`src/design/lhb_pkg.sv`:
```
// lhb_pkg: shared types and constants for the latency histogram binner
// item, result and queue entry structs, state machine enums, register codes
// no dependencies
`timescale 1ns / 1ps
`default_nettype none

package lhb_pkg;

    localparam int BIN_COUNT_DEF  = 4096;
    localparam int VALUE_BITS_DEF = 32;

    localparam int SAMPLE_W   = 32;
    localparam int SUM_W      = 64;
    localparam int COUNT_W    = 32;
    localparam int BIN_W      = 12;
    localparam int BIN_IDX_W  = 16;
    localparam int DIV_STEP_W = $clog2(SAMPLE_W);

    localparam int CFG_IDX_W  = 2;
    localparam int CFG_DATA_W = 32;

    localparam logic [CFG_IDX_W-1:0] CFG_RANGE_LOW  = 2'd0;
    localparam logic [CFG_IDX_W-1:0] CFG_RANGE_HIGH = 2'd1;
    localparam logic [CFG_IDX_W-1:0] CFG_BIN_WIDTH  = 2'd2;

    localparam logic [SAMPLE_W-1:0] RANGE_LOW_RST  = 32'd0;
    localparam logic [SAMPLE_W-1:0] RANGE_HIGH_RST = 32'hFFFF_FFFF;
    localparam logic [SAMPLE_W-1:0] BIN_WIDTH_RST  = 32'd100;

    localparam int QUEUE_DEPTH = 2;

    typedef enum logic {
        KIND_ADD  = 1'b0,
        KIND_READ = 1'b1
    } kind_t;

    typedef struct packed {
        kind_t                kind;
        logic [SAMPLE_W-1:0]  sample_value;
        logic [BIN_W-1:0]     bin_select;
    } item_t;

    typedef struct packed {
        logic [BIN_W-1:0]     bin_index;
        logic [COUNT_W-1:0]   bin_count;
        logic                 out_of_range;
        logic [COUNT_W-1:0]   max_count;
        logic [SAMPLE_W-1:0]  min_seen;
        logic [SAMPLE_W-1:0]  max_seen;
        logic [COUNT_W-1:0]   total_count;
        logic [SUM_W-1:0]     total_sum;
        logic [BIN_W-1:0]     lowest_bin;
        logic [BIN_W-1:0]     highest_bin;
    } result_t;

    // classified item handed from the front to the back
    typedef struct packed {
        kind_t                kind;
        logic                 flag;
        logic                 miss;
        logic [BIN_IDX_W-1:0] bin;
        logic [SAMPLE_W-1:0]  sample;
    } op_t;

    typedef enum logic [1:0] {
        F_IDLE,
        F_DIV,
        F_DONE,
        F_PUSH
    } front_state_t;

    typedef enum logic [1:0] {
        B_CLEAR,
        B_IDLE,
        B_CALC
    } back_state_t;

endpackage

`default_nettype wire

```
`src/design/lhb_queue.sv`:
```
// lhb_queue: short fifo of classified items between front and back
// depends on lhb_pkg
`timescale 1ns / 1ps
`default_nettype none

module lhb_queue
    import lhb_pkg::*;
(
    input  wire logic clk,
    input  wire logic rst_n,
    input  wire logic push_valid,
    output logic      push_ready,
    input  wire op_t  push_data,
    output logic      pop_valid,
    input  wire logic pop_ready,
    output op_t       pop_data
);

    localparam int PTR_W = (QUEUE_DEPTH > 1) ? $clog2(QUEUE_DEPTH) : 1;
    localparam int CNT_W = $clog2(QUEUE_DEPTH + 1);
    localparam logic [PTR_W-1:0] LAST_PTR = PTR_W'(QUEUE_DEPTH - 1);
    localparam logic [CNT_W-1:0] FULL_CNT = CNT_W'(QUEUE_DEPTH);

    op_t              slot_reg [QUEUE_DEPTH];
    logic [PTR_W-1:0] wr_ptr_reg, wr_ptr_next;
    logic [PTR_W-1:0] rd_ptr_reg, rd_ptr_next;
    logic [CNT_W-1:0] count_reg, count_next;
    logic             push_fire, pop_fire;

    assign push_ready = (count_reg != FULL_CNT);
    assign pop_valid  = (count_reg != '0);
    assign pop_data   = slot_reg[rd_ptr_reg];
    assign push_fire  = push_valid && push_ready;
    assign pop_fire   = pop_valid && pop_ready;

    always_comb
    begin
        wr_ptr_next = wr_ptr_reg;
        rd_ptr_next = rd_ptr_reg;
        count_next  = count_reg;
        if (push_fire)
        begin
            wr_ptr_next = (wr_ptr_reg == LAST_PTR) ? '0 : wr_ptr_reg + PTR_W'(1);
        end
        if (pop_fire)
        begin
            rd_ptr_next = (rd_ptr_reg == LAST_PTR) ? '0 : rd_ptr_reg + PTR_W'(1);
        end
        if (push_fire && !pop_fire)
        begin
            count_next = count_reg + CNT_W'(1);
        end
        else if (pop_fire && !push_fire)
        begin
            count_next = count_reg - CNT_W'(1);
        end
    end

    always_ff @(posedge clk or negedge rst_n)
    begin
        if (!rst_n)
        begin
            wr_ptr_reg <= '0;
            rd_ptr_reg <= '0;
            count_reg  <= '0;
        end
        else
        begin
            wr_ptr_reg <= wr_ptr_next;
            rd_ptr_reg <= rd_ptr_next;
            count_reg  <= count_next;
        end
    end

    always_ff @(posedge clk)
    begin
        if (push_fire)
        begin
            slot_reg[wr_ptr_reg] <= push_data;
        end
    end

endmodule

`default_nettype wire

```
`config.mk`:
```
export PLATFORM = sky130hd
export DESIGN_NAME = lhb_queue
export DESIGN_NICKNAME = d
export VERILOG_FILES = /design/src/design/lhb_pkg.sv /design/src/design/lhb_queue.sv
export SDC_FILE = /design/constraint.sdc
export NUM_CORES = 1
export LEC_CHECK = 0
export BUFFER_PORTS_ARGS = -buffer_cell sky130_fd_sc_hd__buf_2
export CAP_MARGIN = 10
export CELL_PAD_IN_SITES_DETAIL_PLACEMENT = 0
export CELL_PAD_IN_SITES_GLOBAL_PLACEMENT = 1
export CORE_UTILIZATION = 44
export CTS_CLUSTER_SIZE = 24
export DETAILED_ROUTE_END_ITERATION = 6
export PLACE_DENSITY = 0.77
export SYNTH_ARGS = -nofsm -noshare
export SYNTH_HDL_FRONTEND = slang
export SYNTH_SLANG_ARGS = --single-unit
```
`constraint.sdc`:
```
create_clock -name clk -period 3.5 [get_ports clk]
set_input_delay 0.35 -clock clk [delete_from_list [all_inputs] [get_ports clk]]
set_output_delay 0.35 -clock clk [all_outputs]
set_load 0.03 [all_outputs]
```
Word-level counts from Yosys, hierarchy flattened:

Memories as Yosys holds them, arrays and structs flattened.
Cells that the tools add are included.

* logic and storage cells: 23
* RAM bits: 102
* output and inout bits: 53
* input port bits: 55
* memories kept: 1
* bits in registers: 4

Memories
* slot_reg: depth 2, bits a word 51, read ports 1, clocked after memory_dff 0, write ports 1, RTL line lhb_queue.sv:24 `op_t slot_reg [QUEUE_DEPTH];`

* eq/ne operators: 1
* multiplexer cells: 6
* reduce and logical (&&, ||, !) cells: 8
* add/subtract/negate cells: 4

Operator list (count)
* $logic_and A1 B1 Y1: 4
* $mux W1: 4
* $mux W2: 2
* $reduce_bool A2 Y1: 2
* $add A1 B1 Y1 const B: 2
* $add A2 B1 Y2 const B: 1
* $logic_not A1 Y1: 2
* $ne A2 B2 Y1 const B: 1
* $sub A2 B1 Y2 const B: 1

Logic depth before layout (Yosys ltp):

* depth in word-level cells: 6
* mapped depth: 7
* mapped depth without buffers: 7

Least setup slack after synthesis:

OpenSTA, ideal clock, no wires.

* kind: register to register
* start point: register count_reg[0]
* end point: memory slot_reg[0][0] in the netlist's numbering, enable pin
* clock period less this slack: 3490 ps
* setup slack: 10 ps
* data arrival time: 3030 ps
* stages on the path, launching flop included: 4
* required time: 3040 ps
* library setup time: 460 ps
* buffers on the path: 0
* path through: dfrtp_1 > nand2b_1 > nand2_1 > nor2_1

* word-level cells in the longest chain between the ends: 4

Ends and longest elaborated chain
* from (decl): RTL line lhb_queue.sv:27 `logic [CNT_W-1:0] count_reg, count_next;`
* from (signal assigned): RTL line lhb_queue.sv:71 `count_reg <= count_next;`
* $ne A2 B2 Y1: RTL line lhb_queue.sv:30 `assign push_ready = (count_reg != FULL_CNT);`
* via push_ready: RTL line lhb_queue.sv:12 `output logic push_ready,`
* $logic_and A1 B1 Y1: RTL line lhb_queue.sv:33 `assign push_fire = push_valid && push_ready;`
* $mux W1: RTL line lhb_queue.sv:77 `if (push_fire)`
* $mux W1 (not written as such): RTL line lhb_queue.sv:79 `slot_reg[wr_ptr_reg] <= push_data;`
* to (decl): RTL line lhb_queue.sv:24

The timed path passes the listed nets, and every way through them passes these cells.

==> summary.txt <==
Worst setup path
  – WP data arrival: about 2 ns
  – CP Capture Type: output pin
  – R2R depth: 4
  – RR Endpoint: slot_reg[0][37]
  – R2R setup slack: about 1.5 ns
  – Crit Path Max Fanout: between 50 and 60
  – Setup CP Type: reg2out
  – Startpoint Class: flip-flop
  – CP required: 3.15 ns
  – R2R Path Start: count_reg[0]

STA
  – Final Max Slew Viols: 0
  – Fin crit period: between 2 and 2.5 ns
  – Slew @ Worst Pin: ~0.97 ns
  – Setup violations, final: 0
  – Slew margin rel.: between 30% and 40%
  – Setup tns final: 0 ns
  – Clock Skew: a little under 0.006 ns
  – RSZ-0062 raised after global routing: false
  – Crit share post-route: between 60 and 70%
  – Fmax: a little over 400 MHz
  – Setup ws final: roughly 1.1 ns
  – Fin. Hold Viols: 0

Floorplan
  – Num ports: roughly 110
  – Row cnt: 34
  – Die Y: about 100 um
  – Die area: slightly below 10,000 um^2
  – Die Wd: roughly 99 um
  – Starting Density: a little under half
  – Placeable Area: a little under 9000 um^2

Pwr
  – Pwr dens: a little under 900 nW/um^2
  – VDD IR max: 782.2 uV
  – Static Leak: between 1.5 and 2 nW

Routing
  – DR vias: 1,938
  – Number of DRC markers in iteration 0: 64
  – Final wirelength: between 6000 and 7000 um
  – DRC viols: 0
  – DR WL/cell: 15.89 um
  – DR vias/cell: 4.773
  – Final ANT Viol Nets: 0
  – Pre-Repair DR Iteration Count: 4

Clock network
  – Total clock sinks: ~110
  – Clock Tree Buf Depth: 2
  – Setup Buffers After CTS: 0
  – H-tree Lvls: 3
  – CTS tree: done
  – Worst skew pair latency: between 0.3 and 0.4 ns
  – Root Driver: clkbuf_8
  – Clk slew on worst S/H paths: 0.10 ns
  – Num CTS Buffers: 9

Synth
  – Synthesized area per cell: 23.31 um^2
  – Yosys reg bits: between 100 and 150
  – Distinct cells, synth: 15
  – Synth Flop Type: edfxtp_1
  – Commonest cells in the netlist: edfxtp_1 (102), mux2_4 (49), buf_12 (5), dfrtp_1 (4), xnor2_1 (3)
  – Top cell type's share of synthesized area: 74.23%
  – Asr flop ratio synth: 3.774%
  – Mapped Cells: between 150 and 200
  – Synthesized cell area: ~4100 um^2
  – Area leader, netlist: edfxtp_1
  – Synthesized Nets: 233
  – Seq/Total Area, Yosys: between 70 and 80%
  – Main area contributors after synthesis: edfxtp_1 (74%), mux2_4 (18%), buf_12 (2.4%)
  – Top-count cell post-synth: edfxtp_1
  – Yosys Warn Count: 0
  – Post-synth EDFFs: roughly 100

Global routing
  – Initial antenna violation count: 0
  – Remaining global-route overflow: 0
  – First-pass GRT wire length: a little over 10,000 um
  – Number of global-route vias before repair: 2,063
  – Total GRT Usage: ~14%
  – Pin count of the biggest net entering global routing: 53

Final layout
  – N_diodes: 0
  – Share of layout cells above drive strength 1: between 60% and 70%
  – Layout Utilization: between 50% and 60%
  – FILL cells: ~710
  – Nets: ~350
  – Design area: a little under 5000 um^2
  – Max FFs per register: just over 100
  – Layout area overhead: 19.62%
  – Post-Layout Cell Count: 406

Job
  – Number of max-cap violations: 0

Place
  – Post-DP HPWL: 4239 um
  – Placed Area: approximately 4700 um^2
  – Number of port buffers: between 100 and 150
  – Inst Count DP: around 390
  – DP Worst Slack: roughly 1.5 ns
  – Placer Congestion: ~0.65

Hold path
  – Worst Hold End: slot_reg[1][8]
  – HP Start: push_data[8]
  – Worst Hold Class: in2reg
  – Hold Path Cell Cnt: 1

Outcome
  – Outcome: finished clean
stage by stage:
step | hold slack [ns] | total power [mW]
3_3_place_gp | 0.1635 | 3.676
3_5_place_dp | 0.1647 | 3.703
6_report | 0.1752 | 4.373
4_1_cts | 0.1534 | 4.437
5_1_grt | 0.1515 | 4.590
2_1_floorplan | 0.05441 | 3.374
cells in the final DEF, fill, tap and decap left out:
| cell type | Yosys | routed |
|---|---|---|
| xor2_1 | 2 | 2 |
| dfrtp_4 | 0 | 1 |
| or2_1 | 1 | 1 |
| ha_1 | 1 | 1 |
| and3_2 | 0 | 1 |
| clkinv_2 | 0 | 2 |
| nand2_1 | 2 | 2 |
| xnor2_1 | 3 | 3 |
| nand2b_1 | 1 | 1 |
| nor2_1 | 2 | 1 |
| dlygate4sd3_1 | 0 | 1 |
| nor2_4 | 0 | 1 |
| clkbuf_1 | 0 | 1 |
| clkbuf_8 | 0 | 9 |
| mux2_4 | 49 | 49 |
| buf_2 | 0 | 107 |
| mux2_2 | 2 | 2 |
| edfxtp_1 | 102 | 102 |
| inv_1 | 1 | 1 |
| inv_6 | 0 | 2 |
| clkinvlp_4 | 0 | 1 |
| buf_4 | 0 | 2 |
| bufinv_16 | 0 | 1 |
| buf_12 | 5 | 1 |
| dfrtp_1 | 4 | 3 |
power breakdown:
group / internal [mW] / total, mW / switching, mW / leakage, nW
combinational: 0.723 / 1.66 / 0.940 / 0.903
sequential: 1.74 / 1.98 / 0.240 / 0.993
clock: 0.334 / 0.734 / 0.400 / 0.0971
total: 2.79 / 4.37 / 1.58 / 1.99
cells by family after synthesis:
group | count (synthesis) | share of synthesized area, %
buffers and inverters | 7 | 2.790
DFF | 106 | 76.65
adders and majority gates | 1 | 0.3032
and+or+nand+nor | 7 | 0.8191
muxes | 51 | 18.37
xor gates and xnor gates | 5 | 1.061
worst max-delay path by stage:
| stage | from | to | slack, ns | cells past startpoint |
|---|---|---|---|---|
| final | rd_ptr_reg | pop_data[31] | 1.09 | 2 |
| after global routing | rd_ptr_reg | pop_data[30] | 1.01 | 2 |
| after CTS | rd_ptr_reg | pop_data[31] | 1.06 | 2 |
| after detailed placement | rd_ptr_reg | pop_data[31] | 1.47 | 2 |
| after global placement | rd_ptr_reg | pop_data[31] | 1.46 | 2 |
| after floorplan | count_reg[0] | slot_reg[0][0] | 0.01 | 3 |
per-layer routing:
layer / vias up / global-route usage, % / routed length (um)
li1: 918 / - / -
met1: 941 / 17.17 / 2771
met2: 70 / 23.51 / 3175
met3: 9 / 4.397 / 406
met4: 0 / 5.855 / 96
met5: - / 0 / 0
what timing repair did:
action,CTS,global route
endpoints found under the hold margin,4,0
gates resized for setup,0,0
setup endpoints to repair,0,0
hold buffers,1,0
worst max-delay path, stage by stage (launching register included):
cell	delay (ns)
dfrtp_4	1.07
mux2_2	0.42
buf_2	0.18
layout make-up:
type                    count  area, um^2  share of cell area (%)
inverters                   1       3.754                 0.07605
clock buffers              10       127.6                   2.586
well taps                 108       135.1                   2.738
clock inverters             6       65.06                   1.318
flip-flops and latches    106        3167                   64.16
repair buffers            111       580.6                   11.76
multi-input cells          64       857.1                   17.36
No activity file was read; power rests on OpenSTA's default activity.
